`src/rtl/http2_frame_header_parser_defines.svh`:
```
// Assertion helpers for the HTTP/2 frame header parser.
// Each macro samples on clk and is off while rst_n is low.
`ifndef HTTP2_FRAME_HEADER_PARSER_DEFINES_SVH
`define HTTP2_FRAME_HEADER_PARSER_DEFINES_SVH

// Check that a condition implies another in the same cycle
`define H2FP_ASSERT_SAME(lbl, ante, cons, msg) \
    lbl: assert property (@(posedge clk) disable iff (!rst_n) (ante) |-> (cons)) \
        else $error(msg);

// Check that a condition implies another in the next cycle
`define H2FP_ASSERT_NEXT(lbl, ante, cons, msg) \
    lbl: assert property (@(posedge clk) disable iff (!rst_n) (ante) |=> (cons)) \
        else $error(msg);

`endif

```
`src/rtl/h2fp_pkg.sv`:
```
package h2fp_pkg;

    // Stream framing constants
    localparam int unsigned PREFACE_LEN = 24;
    localparam int unsigned HEADER_LEN  = 9;
    localparam int unsigned LEN_W       = 24;
    localparam int unsigned STREAM_W    = 31;

    localparam logic [LEN_W-1:0] MAX_PAYLOAD_RESET = 24'd262135;

    // Frame types and flag bits
    localparam logic [7:0] TYPE_DATA       = 8'h00;
    localparam logic [7:0] TYPE_HEADERS    = 8'h01;
    localparam logic [7:0] TYPE_LAST_KNOWN = 8'h09;
    localparam int unsigned FLAG_BIT_STREAM_END  = 0;
    localparam int unsigned FLAG_BIT_HEADERS_END = 2;
    localparam int unsigned FLAG_BIT_PADDED      = 3;
    localparam logic [6:0] STREAM_TOP_MASK = 7'h7f;

    // Result event codes
    localparam logic [1:0] EV_FRAME_DONE   = 2'd0;
    localparam logic [1:0] EV_PREFACE_OK   = 2'd1;
    localparam logic [1:0] EV_PREFACE_BAD  = 2'd2;
    localparam logic [1:0] EV_TOO_LARGE    = 2'd3;

    // Register indexes
    localparam logic REG_EXPECT_PREFACE = 1'b0;
    localparam logic REG_MAX_PAYLOAD    = 1'b1;

    // Client connection preface
    localparam logic [7:0] PREFACE_TEXT [PREFACE_LEN] = '{
        8'h50, 8'h52, 8'h49, 8'h20, 8'h2a, 8'h20, 8'h48, 8'h54,
        8'h54, 8'h50, 8'h2f, 8'h32, 8'h2e, 8'h30, 8'h0d, 8'h0a,
        8'h0d, 8'h0a, 8'h53, 8'h4d, 8'h0d, 8'h0a, 8'h0d, 8'h0a
    };

    typedef enum logic [1:0] {
        PH_PREFACE,
        PH_HEADER,
        PH_PAYLOAD,
        PH_DEAD
    } phase_t;

    typedef struct packed {
        logic [1:0]          event_res;
        logic [7:0]          frame_type;
        logic                known_type;
        logic [7:0]          frame_flags;
        logic [STREAM_W-1:0] stream_number;
        logic [LEN_W-1:0]    payload_len;
        logic [LEN_W-1:0]    body_len;
        logic                stream_end;
        logic                headers_end;
    } result_t;

endpackage

```
`src/rtl/h2fp_if.sv`:
```
// Byte request channel
interface h2fp_byte_if;
    logic       valid;
    logic       ready;
    logic [7:0] data_byte;

    modport source (output valid, output data_byte, input ready);
    modport sink   (input valid, input data_byte, output ready);
endinterface

// Event result channel
interface h2fp_evt_if;
    logic                            valid;
    logic                            ready;
    logic [1:0]                      event_res;
    logic [7:0]                      frame_type;
    logic                            known_type;
    logic [7:0]                      frame_flags;
    logic [h2fp_pkg::STREAM_W-1:0]   stream_number;
    logic [h2fp_pkg::LEN_W-1:0]      payload_len;
    logic [h2fp_pkg::LEN_W-1:0]      body_len;
    logic                            stream_end;
    logic                            headers_end;

    modport source (output valid, output event_res, output frame_type, output known_type,
                    output frame_flags, output stream_number, output payload_len,
                    output body_len, output stream_end, output headers_end, input ready);
    modport sink   (input valid, input event_res, input frame_type, input known_type,
                    input frame_flags, input stream_number, input payload_len,
                    input body_len, input stream_end, input headers_end, output ready);
endinterface

```
`src/rtl/http2_frame_header_parser.sv`:
```
// HTTP/2 frame header parser.
// byte_in carries one byte of a connection stream per request (valid/ready).
// evt_out carries one event per completed unit: preface ok or mismatch at the
// 24th preface byte, frame complete at the last payload byte (or at the 9th
// header byte for an empty payload), frame too large at the 9th header byte.
// Latency: the event is presented the cycle after the byte that causes it.
// Throughput: one byte per cycle; all parsing is a single compare/subtract
// pass from the state registers into the event register.
// When evt_out stalls with an event pending, byte_in.ready drops until that
// event is taken; otherwise bytes keep flowing, one per cycle.
// APB registers: 0x0 expect_preface (bit 0), 0x4 max_payload_length (24 bits).
// expect_preface only selects the start phase before the first byte.
// Reset: expect_preface = 1, max_payload_length = 262135, preface phase,
// no event pending. Any error parks the parser, which then drops every byte
// until the next reset.
`include "http2_frame_header_parser_defines.svh"

module http2_frame_header_parser (
    input  logic                clk,
    input  logic                rst_n,
    h2fp_byte_if.sink           byte_in,
    h2fp_evt_if.source          evt_out,
    input  logic                psel,
    input  logic                penable,
    input  logic                pwrite,
    input  logic [2:0]          paddr,
    input  logic [31:0]         pwdata,
    output logic [31:0]         prdata,
    output logic                pready
);

    localparam int unsigned LEN_W = h2fp_pkg::LEN_W;
    localparam int unsigned SID_W = h2fp_pkg::STREAM_W;

    // Configuration and parse state
    logic                 expect_preface_reg;
    logic [LEN_W-1:0]     max_payload_reg;
    logic                 fresh_reg;
    h2fp_pkg::phase_t     phase_reg, phase_next;
    logic [4:0]           preface_pos_reg, preface_pos_next;
    logic                 preface_failed_reg, preface_failed_next;
    logic [3:0]           header_pos_reg, header_pos_next;
    logic [LEN_W-1:0]     held_length_reg, held_length_next;
    logic [7:0]           held_type_reg, held_type_next;
    logic [7:0]           held_flags_reg, held_flags_next;
    logic [SID_W-1:0]     held_stream_reg, held_stream_next;
    logic [LEN_W-1:0]     remaining_reg, remaining_next;
    logic [7:0]           pad_count_reg, pad_count_next;

    // Event output stage
    logic                 res_valid_reg;
    h2fp_pkg::result_t    res_reg, res_next;
    logic                 res_load;

    logic                 accept;
    logic                 cfg_wr;
    logic [7:0]           b;
    logic                 pre_last;
    logic                 pre_mismatch;
    logic                 hdr_last;
    logic                 pay_last;
    logic                 too_large;
    logic                 len_zero;
    logic [LEN_W-1:0]     len_m1;
    logic [LEN_W-1:0]     pad_ext;
    logic [LEN_W-1:0]     body_calc;
    logic                 is_data;
    logic                 is_headers;
    h2fp_pkg::result_t    frame_res;

    // Handshakes
    assign byte_in.ready = !res_valid_reg || evt_out.ready;
    assign accept        = byte_in.valid && byte_in.ready;
    assign cfg_wr        = psel && penable && pwrite && pready;
    assign b             = byte_in.data_byte;

    // Phase step conditions
    assign pre_last     = (preface_pos_reg == 5'(h2fp_pkg::PREFACE_LEN - 1));
    assign pre_mismatch = (b != h2fp_pkg::PREFACE_TEXT[preface_pos_reg]);
    assign hdr_last     = (header_pos_reg == 4'(h2fp_pkg::HEADER_LEN - 1));
    assign pay_last     = (remaining_reg <= LEN_W'(1));
    assign too_large    = (held_length_next > max_payload_reg);
    assign len_zero     = (held_length_next == '0);

    // Next phase
    always_comb
    begin
        phase_next = phase_reg;
        if (accept)
        begin
            unique case (phase_reg)
                h2fp_pkg::PH_PREFACE:
                begin
                    if (pre_last)
                        phase_next = preface_failed_next ? h2fp_pkg::PH_DEAD
                                                         : h2fp_pkg::PH_HEADER;
                end
                h2fp_pkg::PH_HEADER:
                begin
                    if (hdr_last)
                    begin
                        if (too_large)
                            phase_next = h2fp_pkg::PH_DEAD;
                        else if (!len_zero)
                            phase_next = h2fp_pkg::PH_PAYLOAD;
                    end
                end
                h2fp_pkg::PH_PAYLOAD:
                begin
                    if (pay_last)
                        phase_next = h2fp_pkg::PH_HEADER;
                end
                h2fp_pkg::PH_DEAD:
                begin
                    phase_next = h2fp_pkg::PH_DEAD;
                end
                default:
                begin
                    phase_next = h2fp_pkg::PH_DEAD;
                end
            endcase
        end
        else if (cfg_wr && paddr[2] == h2fp_pkg::REG_EXPECT_PREFACE && fresh_reg)
        begin
            phase_next = pwdata[0] ? h2fp_pkg::PH_PREFACE : h2fp_pkg::PH_HEADER;
        end
    end

    // Field capture and counters
    always_comb
    begin
        preface_pos_next    = preface_pos_reg;
        preface_failed_next = preface_failed_reg;
        header_pos_next     = header_pos_reg;
        held_length_next    = held_length_reg;
        held_type_next      = held_type_reg;
        held_flags_next     = held_flags_reg;
        held_stream_next    = held_stream_reg;
        remaining_next      = remaining_reg;
        pad_count_next      = pad_count_reg;

        unique case (phase_reg)
            h2fp_pkg::PH_PREFACE:
            begin
                preface_failed_next = preface_failed_reg | pre_mismatch;
                if (!pre_last)
                    preface_pos_next = preface_pos_reg + 5'd1;
            end
            h2fp_pkg::PH_HEADER:
            begin
                unique case (header_pos_reg)
                    4'd0: held_length_next = {b, 16'h0000};
                    4'd1: held_length_next[15:8] = b;
                    4'd2: held_length_next[7:0] = b;
                    4'd3: held_type_next = b;
                    4'd4: held_flags_next = b;
                    4'd5: held_stream_next = {b[6:0] & h2fp_pkg::STREAM_TOP_MASK, 24'h000000};
                    4'd6: held_stream_next[23:16] = b;
                    4'd7: held_stream_next[15:8] = b;
                    default: held_stream_next[7:0] = b;
                endcase
                if (hdr_last)
                begin
                    header_pos_next = '0;
                    pad_count_next  = '0;
                    remaining_next  = held_length_next;
                end
                else
                begin
                    header_pos_next = header_pos_reg + 4'd1;
                end
            end
            h2fp_pkg::PH_PAYLOAD:
            begin
                if (remaining_reg == held_length_reg)
                    pad_count_next = b;
                remaining_next = pay_last ? '0 : remaining_reg - LEN_W'(1);
            end
            h2fp_pkg::PH_DEAD:
            begin
                preface_pos_next = preface_pos_reg;
            end
            default:
            begin
                preface_pos_next = preface_pos_reg;
            end
        endcase
    end

    // Frame complete event from the captured header
    assign is_data    = (held_type_next == h2fp_pkg::TYPE_DATA);
    assign is_headers = (held_type_next == h2fp_pkg::TYPE_HEADERS);
    assign len_m1     = held_length_next - LEN_W'(1);
    assign pad_ext    = LEN_W'(pad_count_next);

    always_comb
    begin
        body_calc = held_length_next;
        if (is_data && held_flags_next[h2fp_pkg::FLAG_BIT_PADDED])
        begin
            if (len_zero)
                body_calc = '0;
            else if (pad_ext <= len_m1)
                body_calc = len_m1 - pad_ext;
            else
                body_calc = '0;
        end
    end

    always_comb
    begin
        frame_res.event_res     = h2fp_pkg::EV_FRAME_DONE;
        frame_res.frame_type    = held_type_next;
        frame_res.known_type    = (held_type_next <= h2fp_pkg::TYPE_LAST_KNOWN);
        frame_res.frame_flags   = held_flags_next;
        frame_res.stream_number = held_stream_next;
        frame_res.payload_len   = held_length_next;
        frame_res.body_len      = body_calc;
        frame_res.stream_end    = (is_data || is_headers)
                                  && held_flags_next[h2fp_pkg::FLAG_BIT_STREAM_END];
        frame_res.headers_end   = is_headers
                                  && held_flags_next[h2fp_pkg::FLAG_BIT_HEADERS_END];
    end

    // Select the event for this byte
    always_comb
    begin
        res_load = 1'b0;
        res_next = '0;
        unique case (phase_reg)
            h2fp_pkg::PH_PREFACE:
            begin
                if (pre_last)
                begin
                    res_load           = 1'b1;
                    res_next.event_res = preface_failed_next ? h2fp_pkg::EV_PREFACE_BAD
                                                             : h2fp_pkg::EV_PREFACE_OK;
                end
            end
            h2fp_pkg::PH_HEADER:
            begin
                if (hdr_last && too_large)
                begin
                    res_load             = 1'b1;
                    res_next             = frame_res;
                    res_next.event_res   = h2fp_pkg::EV_TOO_LARGE;
                    res_next.body_len    = '0;
                    res_next.stream_end  = 1'b0;
                    res_next.headers_end = 1'b0;
                end
                else if (hdr_last && len_zero)
                begin
                    res_load = 1'b1;
                    res_next = frame_res;
                end
            end
            h2fp_pkg::PH_PAYLOAD:
            begin
                if (pay_last)
                begin
                    res_load = 1'b1;
                    res_next = frame_res;
                end
            end
            h2fp_pkg::PH_DEAD:
            begin
                res_load = 1'b0;
            end
            default:
            begin
                res_load = 1'b0;
            end
        endcase
    end

    // Advance parse state
    always_ff @(posedge clk or negedge rst_n)
    begin
        if (!rst_n)
        begin
            phase_reg          <= h2fp_pkg::PH_PREFACE;
            fresh_reg          <= 1'b1;
            preface_pos_reg    <= '0;
            preface_failed_reg <= 1'b0;
            header_pos_reg     <= '0;
            held_length_reg    <= '0;
            held_type_reg      <= '0;
            held_flags_reg     <= '0;
            held_stream_reg    <= '0;
            remaining_reg      <= '0;
            pad_count_reg      <= '0;
        end
        else
        begin
            phase_reg <= phase_next;
            if (accept)
            begin
                fresh_reg          <= 1'b0;
                preface_pos_reg    <= preface_pos_next;
                preface_failed_reg <= preface_failed_next;
                header_pos_reg     <= header_pos_next;
                held_length_reg    <= held_length_next;
                held_type_reg      <= held_type_next;
                held_flags_reg     <= held_flags_next;
                held_stream_reg    <= held_stream_next;
                remaining_reg      <= remaining_next;
                pad_count_reg      <= pad_count_next;
            end
        end
    end

    // Hold configuration registers
    always_ff @(posedge clk or negedge rst_n)
    begin
        if (!rst_n)
        begin
            expect_preface_reg <= 1'b1;
            max_payload_reg    <= h2fp_pkg::MAX_PAYLOAD_RESET;
        end
        else if (cfg_wr)
        begin
            unique case (paddr[2])
                h2fp_pkg::REG_EXPECT_PREFACE: expect_preface_reg <= pwdata[0];
                h2fp_pkg::REG_MAX_PAYLOAD:    max_payload_reg    <= pwdata[LEN_W-1:0];
                default:                      max_payload_reg    <= max_payload_reg;
            endcase
        end
    end

    assign pready = 1'b1;
    assign prdata = (paddr[2] == h2fp_pkg::REG_MAX_PAYLOAD)
                    ? {{(32-LEN_W){1'b0}}, max_payload_reg}
                    : {31'h0, expect_preface_reg};

    // Event register: load on a new event, drop once taken
    always_ff @(posedge clk or negedge rst_n)
    begin
        if (!rst_n)
            res_valid_reg <= 1'b0;
        else if (accept && res_load)
            res_valid_reg <= 1'b1;
        else if (evt_out.ready)
            res_valid_reg <= 1'b0;
    end

    always_ff @(posedge clk)
    begin
        if (accept && res_load)
            res_reg <= res_next;
    end

    assign evt_out.valid         = res_valid_reg;
    assign evt_out.event_res     = res_reg.event_res;
    assign evt_out.frame_type    = res_reg.frame_type;
    assign evt_out.known_type    = res_reg.known_type;
    assign evt_out.frame_flags   = res_reg.frame_flags;
    assign evt_out.stream_number = res_reg.stream_number;
    assign evt_out.payload_len   = res_reg.payload_len;
    assign evt_out.body_len      = res_reg.body_len;
    assign evt_out.stream_end    = res_reg.stream_end;
    assign evt_out.headers_end   = res_reg.headers_end;

    // Checks
    `H2FP_ASSERT_NEXT(a_dead_sticky, phase_reg == h2fp_pkg::PH_DEAD,
        phase_reg == h2fp_pkg::PH_DEAD, "parser left the dead phase")
    `H2FP_ASSERT_SAME(a_payload_count, phase_reg == h2fp_pkg::PH_PAYLOAD,
        remaining_reg != '0, "payload phase with nothing remaining")
    `H2FP_ASSERT_SAME(a_header_pos, phase_reg == h2fp_pkg::PH_HEADER,
        header_pos_reg < 4'(h2fp_pkg::HEADER_LEN), "header position out of range")
    `H2FP_ASSERT_NEXT(a_preface_end,
        accept && phase_reg == h2fp_pkg::PH_PREFACE && pre_last,
        res_valid_reg && (phase_reg == h2fp_pkg::PH_HEADER || phase_reg == h2fp_pkg::PH_DEAD),
        "preface end without event or phase change")

endmodule
```
`src/flat_wrapper.sv`:
```
// flat-port wrapper written by rule: the top's interface ports become plain ports
module http2_frame_header_parser_flat 
  (clk, rst_n, psel, penable, pwrite, paddr, pwdata, prdata, pready, byte_in_valid, byte_in_data_byte, byte_in_ready, evt_out_valid, evt_out_event_res, evt_out_frame_type, evt_out_known_type, evt_out_frame_flags, evt_out_stream_number, evt_out_payload_len, evt_out_body_len, evt_out_stream_end, evt_out_headers_end, evt_out_ready);
  h2fp_byte_if byte_in_i ();
  h2fp_evt_if evt_out_i ();
  input  logic clk;
  input  logic rst_n;
  input  logic psel;
  input  logic penable;
  input  logic pwrite;
  input  logic [2:0] paddr;
  input  logic [31:0] pwdata;
  output logic [31:0] prdata;
  output logic pready;
  input wire logic [$bits(byte_in_i.valid)-1:0] byte_in_valid;
  input wire logic [$bits(byte_in_i.data_byte)-1:0] byte_in_data_byte;
  output wire logic [$bits(byte_in_i.ready)-1:0] byte_in_ready;
  output wire logic [$bits(evt_out_i.valid)-1:0] evt_out_valid;
  output wire logic [$bits(evt_out_i.event_res)-1:0] evt_out_event_res;
  output wire logic [$bits(evt_out_i.frame_type)-1:0] evt_out_frame_type;
  output wire logic [$bits(evt_out_i.known_type)-1:0] evt_out_known_type;
  output wire logic [$bits(evt_out_i.frame_flags)-1:0] evt_out_frame_flags;
  output wire logic [$bits(evt_out_i.stream_number)-1:0] evt_out_stream_number;
  output wire logic [$bits(evt_out_i.payload_len)-1:0] evt_out_payload_len;
  output wire logic [$bits(evt_out_i.body_len)-1:0] evt_out_body_len;
  output wire logic [$bits(evt_out_i.stream_end)-1:0] evt_out_stream_end;
  output wire logic [$bits(evt_out_i.headers_end)-1:0] evt_out_headers_end;
  input wire logic [$bits(evt_out_i.ready)-1:0] evt_out_ready;
  assign byte_in_i.valid = byte_in_valid;
  assign byte_in_i.data_byte = byte_in_data_byte;
  assign byte_in_ready = byte_in_i.ready;
  assign evt_out_valid = evt_out_i.valid;
  assign evt_out_event_res = evt_out_i.event_res;
  assign evt_out_frame_type = evt_out_i.frame_type;
  assign evt_out_known_type = evt_out_i.known_type;
  assign evt_out_frame_flags = evt_out_i.frame_flags;
  assign evt_out_stream_number = evt_out_i.stream_number;
  assign evt_out_payload_len = evt_out_i.payload_len;
  assign evt_out_body_len = evt_out_i.body_len;
  assign evt_out_stream_end = evt_out_i.stream_end;
  assign evt_out_headers_end = evt_out_i.headers_end;
  assign evt_out_i.ready = evt_out_ready;
  http2_frame_header_parser u_core (.clk(clk), .rst_n(rst_n), .byte_in(byte_in_i), .evt_out(evt_out_i), .psel(psel), .penable(penable), .pwrite(pwrite), .paddr(paddr), .pwdata(pwdata), .prdata(prdata), .pready(pready));
endmodule
```
`config.mk`:
```
export PLATFORM = sky130hd
export DESIGN_NAME = http2_frame_header_parser_flat
export DESIGN_NICKNAME = d
export VERILOG_FILES = /design/src/rtl/h2fp_pkg.sv /design/src/rtl/h2fp_if.sv /design/src/rtl/http2_frame_header_parser.sv /design/src/flat_wrapper.sv
export VERILOG_INCLUDE_DIRS = /design/src /design/src/rtl
export SDC_FILE = /design/constraint.sdc
export NUM_CORES = 1
export LEC_CHECK = 0
export ABC_CLOCK_PERIOD_IN_PS = 10780
export BUFFER_PORTS_ARGS = -buffer_cell sky130_fd_sc_hd__buf_4
export CORE_UTILIZATION = 40
export DETAILED_ROUTE_END_ITERATION = 16
export PLACE_DENSITY = 0.63
export SETUP_SLACK_MARGIN = 0.5
export SYNTH_ARGS = -nofsm -noshare
export SYNTH_HDL_FRONTEND = slang
export SYNTH_SLANG_ARGS = --single-unit
```
`constraint.sdc`:
```
create_clock -name clk -period 10.78 [get_ports clk]
set_clock_uncertainty 0.05 [all_clocks]
set_input_delay 0 -clock clk [delete_from_list [all_inputs] [get_ports clk]]
set_output_delay 0 -clock clk [all_outputs]
set_load 0.01 [all_outputs]
```
==> impl_metrics.env, run 1 <==
export IMPL_status="complete, but fails checks"
export IMPL_violations="hold timing"
export IMPL_synth_main_ff_cell="dfrtp_1"
export IMPL_synth_compound_area_share_pct=18.3
export IMPL_setup_tns_ns=0
export IMPL_area_growth_pct=18.9
export IMPL_io_pins=185
export IMPL_vias_per_cell=5.86
export IMPL_crit_required_ns=10.90
export IMPL_end_kind="register"
export IMPL_nets=1763
export IMPL_rrSetupSlack_ns=3.48
export IMPL_ys_seq_area_share_pct=45.5
export IMPL_slew_headroom_pct=21.1
export IMPL_clock_sinks=242
export IMPL_cts_tree="built"
export IMPL_drc=0
export IMPL_rsz0062_at_grt="no"
export IMPL_grt_pass1_vias=11993
export IMPL_multi_input_area_um2=7210
export IMPL_core_um2=35600
export IMPL_tightest_slew_ns=1.18
export IMPL_first_pass_iters=6
export IMPL_grt_max_degree=83
export IMPL_hold_viol_final=4
export IMPL_synth_seq_cells=242
export IMPL_wirelength_um=44100
export IMPL_syn_inst=1519
export IMPL_ir_drop_v=0.000177
export IMPL_post_drt_wl_per_cell_um=20.6
export IMPL_fin_cells=2144
export IMPL_drv_slew=0
export IMPL_yosysMostFrequentCell="nand2_1"
export IMPL_synth_top_area_share_pct=21.3
export IMPL_wl_met2_um=20000
export IMPL_synthTopCellsByCount="nand2_1 (191), o21ai_0 (124), dfrtp_1 (123)"
export IMPL_yosys_area_share_xor_xnor_pct=3.39
export IMPL_async_flop_share_pct=58.7
export IMPL_total_power_w=0.00497
export IMPL_cts_htree_levels=1
export IMPL_top_layer="met4"
export IMPL_synth_top_family_by_area="compound AO/OA/AOI/OAI gates"
export IMPL_clock_latency_ns=0.56
export IMPL_num_antenna_cells=0
export IMPL_wl_met1_um=19100
export IMPL_synth_area_leaders="dfrtp_1 (21%), edfxtp_1 (21%), nand2_1 (5.0%), mux2_2 (4.4%), ha_1 (4.3%)"
export IMPL_syn_area_um2=14500
export IMPL_hpwl_um=31000
export IMPL_startpoint_type="register"
export IMPL_yosys_area_share_simple_pct=17.2
export IMPL_synthAdderAreaFrac_pct=4.53
export IMPL_maxCapViolations=0
export IMPL_grt_antenna_before_repair=0
export IMPL_clockBufferDepth=3
export IMPL_grt_pass1_wl_um=68000
export IMPL_max_freq_mhz=137
export IMPL_setup_violations=0
export IMPL_ant_nets=0
export IMPL_seqCellArea_um2=6580
export IMPL_period_minus_slack_ns=7.30
export IMPL_power_per_cell_area_nw_per_um2=289
export IMPL_root_buffer="clkbuf_16"
export IMPL_rr_worst_depth=15
export IMPL_synth_area_per_cell_um2=9.52
export IMPL_crit_path_max_fanout=82
export IMPL_core_rowCount=69
export IMPL_critPathArrivalTime_ns=7.41
export IMPL_hold_worst_slack_ns=-0.0121
export IMPL_clkTransAtPathRegs_ns=0.06
export IMPL_dieWidth_um=192
export IMPL_yosys_area_top_type="dfrtp_1"
export IMPL_die_h_um=192
export IMPL_drtIter0Drc=1121
export IMPL_start_util_pct=40.7
export IMPL_vias=12554
export IMPL_critPathKind="reg2reg"
export IMPL_gr_total_overflow=0
export IMPL_synthMuxAreaShare_pct=6.20
export IMPL_r2r_start="u_core.header_pos_reg[0]"
export IMPL_min_period_over_period_pct=67.7
export IMPL_wl_met3_um=3690
export IMPL_layout_drive_gt1_share_pct=19.3
export IMPL_numPortBuffers=165
export IMPL_dp_cells=2058
export IMPL_track_usage_pct=23.7
export IMPL_post_cts_buffers=0
export IMPL_synth_edff_count=100
export IMPL_yosysWarnings=0
export IMPL_p_leak_nw=6.94
export IMPL_synth_distinct_cells=93
export IMPL_die_area_um2=36900
export IMPL_place_congestion=0.921
export IMPL_cts_inserted_buffers=27
export IMPL_hp_class="in2async"
export IMPL_r2r_end="u_core.evt_out.body_len[23]"
export IMPL_fillers=3321
area by class of cell:
cell class,instances,area share (%)
Tap cell,461,3.36
Sequential cell,242,38.3
Clock inverter,14,0.823
Multi-Input combinational cell,1115,42.0
Timing Repair Buffer,212,9.80
Clock buffer,36,4.37
Inverter,64,1.40
metal layers:
metal / global-route usage (%) / vias up
met2: 37.4 / 600
met5: 0 / -
met3: 4.06 / 98
met4: 8.00 / 0
met1: 32.9 / 6095
li1: - / 5761
placed cells by master, fill, tap and decap left out, types with 40 or more instances in the layout:
| master | instances |
|---|---|
| a21oi_1 | 74 |
| a22oi_1 | 40 |
| and2_1 | 47 |
| buf_4 | 175 |
| dfrtp_1 | 123 |
| edfxtp_1 | 100 |
| ha_1 | 49 |
| inv_1 | 64 |
| mux2_2 | 57 |
| nand2_1 | 191 |
| nor2_1 | 106 |
| o21ai_0 | 124 |
through the flow:
| stage | worst slack, ns | util [%] | hold WS, ns | cell area, um2 |
|---|---|---|---|---|
| 2_1_floorplan | 2.18 | - | -0.346 | 14500 |
| 3_3_place_gp | 3.76 | 44.8 | 0.0257 | 15900 |
| 3_5_place_dp | 3.60 | 44.8 | 0.0277 | 15900 |
| 4_1_cts | 3.53 | 48.3 | 0.0121 | 17200 |
| 5_1_grt | 3.12 | 48.3 | 0.0595 | 17200 |
| 6_report | 3.48 | 48.3 | -0.0121 | 17200 |
worst max-delay path by stage:
stage / startpoint / end / slack, ns / cells past startpoint
floorplan: u_core.phase_reg[1] / u_core.evt_out.body_len[0] / 2.18 / 20
finish: u_core.header_pos_reg[0] / u_core.evt_out.body_len[23] / 3.48 / 15
CTS: u_core.header_pos_reg[0] / u_core.evt_out.body_len[14] / 3.53 / 15
detailed placement: u_core.header_pos_reg[0] / u_core.evt_out.body_len[11] / 3.60 / 15
global route: u_core.header_pos_reg[0] / u_core.evt_out.payload_len[17] / 3.12 / 15
global placement: u_core.header_pos_reg[0] / u_core.evt_out.body_len[11] / 3.76 / 15
worst max-delay path, stage by stage (launching register included):
cell	delay [ns]
dfrtp_1	0.44
inv_1	0.12
ha_1	0.40
and4bb_1	0.71
mux2i_1	0.67
inv_1	0.21
ha_1	0.33
nand4_1	0.11
nor4_1	0.45
nor3b_1	0.64
o2bb2ai_1	0.32
o21ai_1	0.27
nand2_1	0.42
mux2i_1	0.23
nor2_4	0.55
buf_4	0.87
cell families (layout without fill, tap and decap cells):
logic type,after synthesis,count (layout)
AND/OR/NAND/NOR,508,508
AO/OA/AOI/OAI,408,408
flip-flops,242,242
buffers and inverters,169,326
multiplexers,82,82
XOR/XNOR,56,56
adder cells (fa/ha/maj),52,52
other,2,9
what timing repair did:
item / 4_1_cts / 5_1_grt
setup endpoints to repair: 0 / 0
hold buffers: 36 / 0
resized for setup: 0 / 0
hold endpoints to repair: 173 / 0
report_power, final:
| group | switching, W | internal (W) | total (W) |
|---|---|---|---|
| clock | 0.000382 | 0.000540 | 0.000922 |
| sequential | 0.000246 | 0.00116 | 0.00141 |
| combinational | 0.00164 | 0.00100 | 0.00264 |
| total | 0.00227 | 0.00271 | 0.00497 |
(Power assumes the default switching activity.)
==> run 2: changes to the inputs <==
--- a/config.mk
+++ b/config.mk
@@ -6,7 +6,7 @@
 export SDC_FILE = /design/constraint.sdc
 export NUM_CORES = 1
 export LEC_CHECK = 0
-export ABC_CLOCK_PERIOD_IN_PS = 10780
+export ABC_CLOCK_PERIOD_IN_PS = 6800
 export BUFFER_PORTS_ARGS = -buffer_cell sky130_fd_sc_hd__buf_4
 export CORE_UTILIZATION = 40
 export DETAILED_ROUTE_END_ITERATION = 16
==> constraint.sdc (replaced) <==
create_clock -name clk -period 6.8 [get_ports clk]
set_clock_uncertainty 0.05 [all_clocks]
set_input_delay 0 -clock clk [delete_from_list [all_inputs] [get_ports clk]]
set_output_delay 0 -clock clk [all_outputs]
set_load 0.01 [all_outputs]
==> impl_metrics.env, run 2 (synthesis gave the netlist of run 1 again) <==
export IMPL_wl_met3_um=3430
export IMPL_grt_antenna_before_repair=1
export IMPL_nets=1777
export IMPL_vias_per_cell=5.82
export IMPL_place_congestion=0.943
export IMPL_io_pins=185
export IMPL_slew_headroom_pct=33.9
export IMPL_startpoint_type="register"
export IMPL_core_rowCount=69
export IMPL_first_pass_iters=6
export IMPL_cts_inserted_buffers=28
export IMPL_vias=12563
export IMPL_wirelength_um=44500
export IMPL_die_area_um2=36900
export IMPL_area_growth_pct=20.1
export IMPL_num_antenna_cells=0
export IMPL_wl_met2_um=20300
export IMPL_hold_worst_slack_ns=-0.0195
export IMPL_p_sw_share_pct=45.4
export IMPL_root_buffer="clkbuf_16"
export IMPL_drtIter0Drc=1273
export IMPL_numPortBuffers=165
export IMPL_intPower_w=0.00439
export IMPL_path_cells="inv_1 > ha_1 > or2_2 > nand2_1 > a22oi_2 > nand2_1 > o21ai_0 > ha_1 > o21ai_0 > a21o_1 > nor4_4 > nand3_1 > o31ai_1 > o21ai_1 > or4b_4 > o311ai_4 > or2_4 > o22ai_1"
export IMPL_critPathKind="reg2reg"
export IMPL_cts_tree="built"
export IMPL_hpwl_um=31600
export IMPL_min_period_over_period_pct=88.8
export IMPL_layout_common_cells="nand2_1 (191), buf_4 (186), o21ai_0 (124)"
export IMPL_setup_violations=0
export IMPL_cts_htree_levels=1
export IMPL_violations="hold timing"
export IMPL_tightest_slew_ns=0.983
export IMPL_status="complete, but fails checks"
export IMPL_p_sw_w=0.00365
export IMPL_dieWidth_um=192
export IMPL_rsz0062_at_grt="yes"
export IMPL_grt_max_degree=80
export IMPL_layout_drive_gt1_share_pct=20.0
export IMPL_ir_drop_v=0.000316
export IMPL_die_h_um=192
export IMPL_seqCellArea_um2=6580
export IMPL_period_minus_slack_ns=6.04
export IMPL_hold_viol_final=5
export IMPL_rrSetupSlack_ns=0.76
export IMPL_fin_util_pct=48.8
export IMPL_clkTransAtPathRegs_ns=0.06
export IMPL_power_per_cell_area_nw_per_um2=463
export IMPL_drc=0
export IMPL_critPathArrivalTime_ns=6.26
export IMPL_fin_cells=2158
export IMPL_track_usage_pct=24.1
export IMPL_multi_input_area_um2=7220
export IMPL_ant_nets=0
export IMPL_crit_required_ns=7.02
export IMPL_clockPowerShare_pct=19.1
export IMPL_rr_worst_depth=18
export IMPL_start_util_pct=40.7
export IMPL_setup_tns_ns=0
export IMPL_grt_pass1_wl_um=68900
export IMPL_end_kind="register"
export IMPL_clock_sinks=242
export IMPL_grt_pass1_vias=12088
export IMPL_power_frac_seq_pct=27.8
export IMPL_post_dp_cell_area_um2=16100
export IMPL_final_common_cell="nand2_1"
export IMPL_combPwrFrac_pct=53.1
export IMPL_clockBufferDepth=3
export IMPL_total_power_w=0.00804
export IMPL_critPathMaxStageDelay_ns=0.60
export IMPL_stdcell_area_um2=17400
export IMPL_gr_total_overflow=0
export IMPL_core_um2=35600
export IMPL_r2r_start="u_core.header_pos_reg[0]"
export IMPL_crit_path_max_fanout=12
export IMPL_top_layer="met5"
export IMPL_p_leak_nw=7.04
export IMPL_post_drt_wl_per_cell_um=20.6
export IMPL_dp_cells=2071
export IMPL_wl_met1_um=19100
export IMPL_maxCapViolations=0
export IMPL_slowest_stage="o311ai_4"
export IMPL_r2r_end="u_core.evt_out.body_len[0]"
export IMPL_max_freq_mhz=166
export IMPL_hp_class="in2async"
export IMPL_fillers=3336
export IMPL_clock_latency_ns=0.56
export IMPL_post_cts_buffers=0
export IMPL_startpoint="u_core.header_pos_reg[0]"
export IMPL_drv_slew=0
[run 2: how the worst max path moves through the flow]
stage	to	slack, ns
6_report	u_core.evt_out.body_len[0]	0.76
5_1_grt	u_core.evt_out.body_len[0]	0.49
4_1_cts	u_core.evt_out.body_len[0]	0.74
3_5_place_dp	u_core.evt_out.body_len[8]	0.73
3_3_place_gp	u_core.evt_out.body_len[7]	0.92
2_1_floorplan	u_core.evt_out.body_len[0]	0.98
[run 2: power groups by stage]
stage	Combinational [W]	Clock [W]	Sequential, W
6_report	0.00427	0.00153	0.00224
5_1_grt	0.00470	0.00162	0.00228
4_1_cts	0.00421	0.00157	0.00222
3_5_place_dp	0.00417	0	0.00224
3_3_place_gp	0.00410	0	0.00223
2_1_floorplan	0.00320	0	0.00207
[run 2: layout make-up]
| type | instances | share of cell area, % |
|---|---|---|
| multi-input cells | 1115 | 41.6 |
| flip-flops and latches | 242 | 37.9 |
| repair buffers | 225 | 10.4 |
| clock buffers | 38 | 4.73 |
| well taps | 461 | 3.32 |
| inverters | 64 | 1.38 |
| clock inverters | 13 | 0.727 |
[run 2: what timing repair did]
action | CTS | global route
hold buffers | 36 | 0
setup endpoints to repair | 0 | 54
endpoints found under the hold margin | 173 | 0
resized for setup | 0 | 2
[run 2: critical path: cells and delay by family, from the launching register on]
family                   cells  cell delay (ns)
AO/OA/AOI/OAI                8             2.22
adder cells (fa/ha/maj)      2             0.76
buffers and inverters        1             0.12
flip-flops                   1             0.44
AND/OR/NAND/NOR              7             2.15
[run 2: through the flow]
step / hold WS (ns) / setup slack, ns
final: -0.0195 / 0.760
after floorplan: -0.346 / 0.984
after global routing: 0.0587 / 0.493
after CTS: 0.00810 / 0.736
after global placement: 0.0385 / 0.925
after detailed placement: 0.0366 / 0.732
[run 2: metal layers]
| metal | GRT usage [%] | vias to the layer above |
|---|---|---|
| met2 | 38.7 | 576 |
| met3 | 3.84 | 113 |
| met1 | 32.8 | 6070 |
| met5 | 0 | - |
| li1 | - | 5802 |
| met4 | 8.87 | 2 |
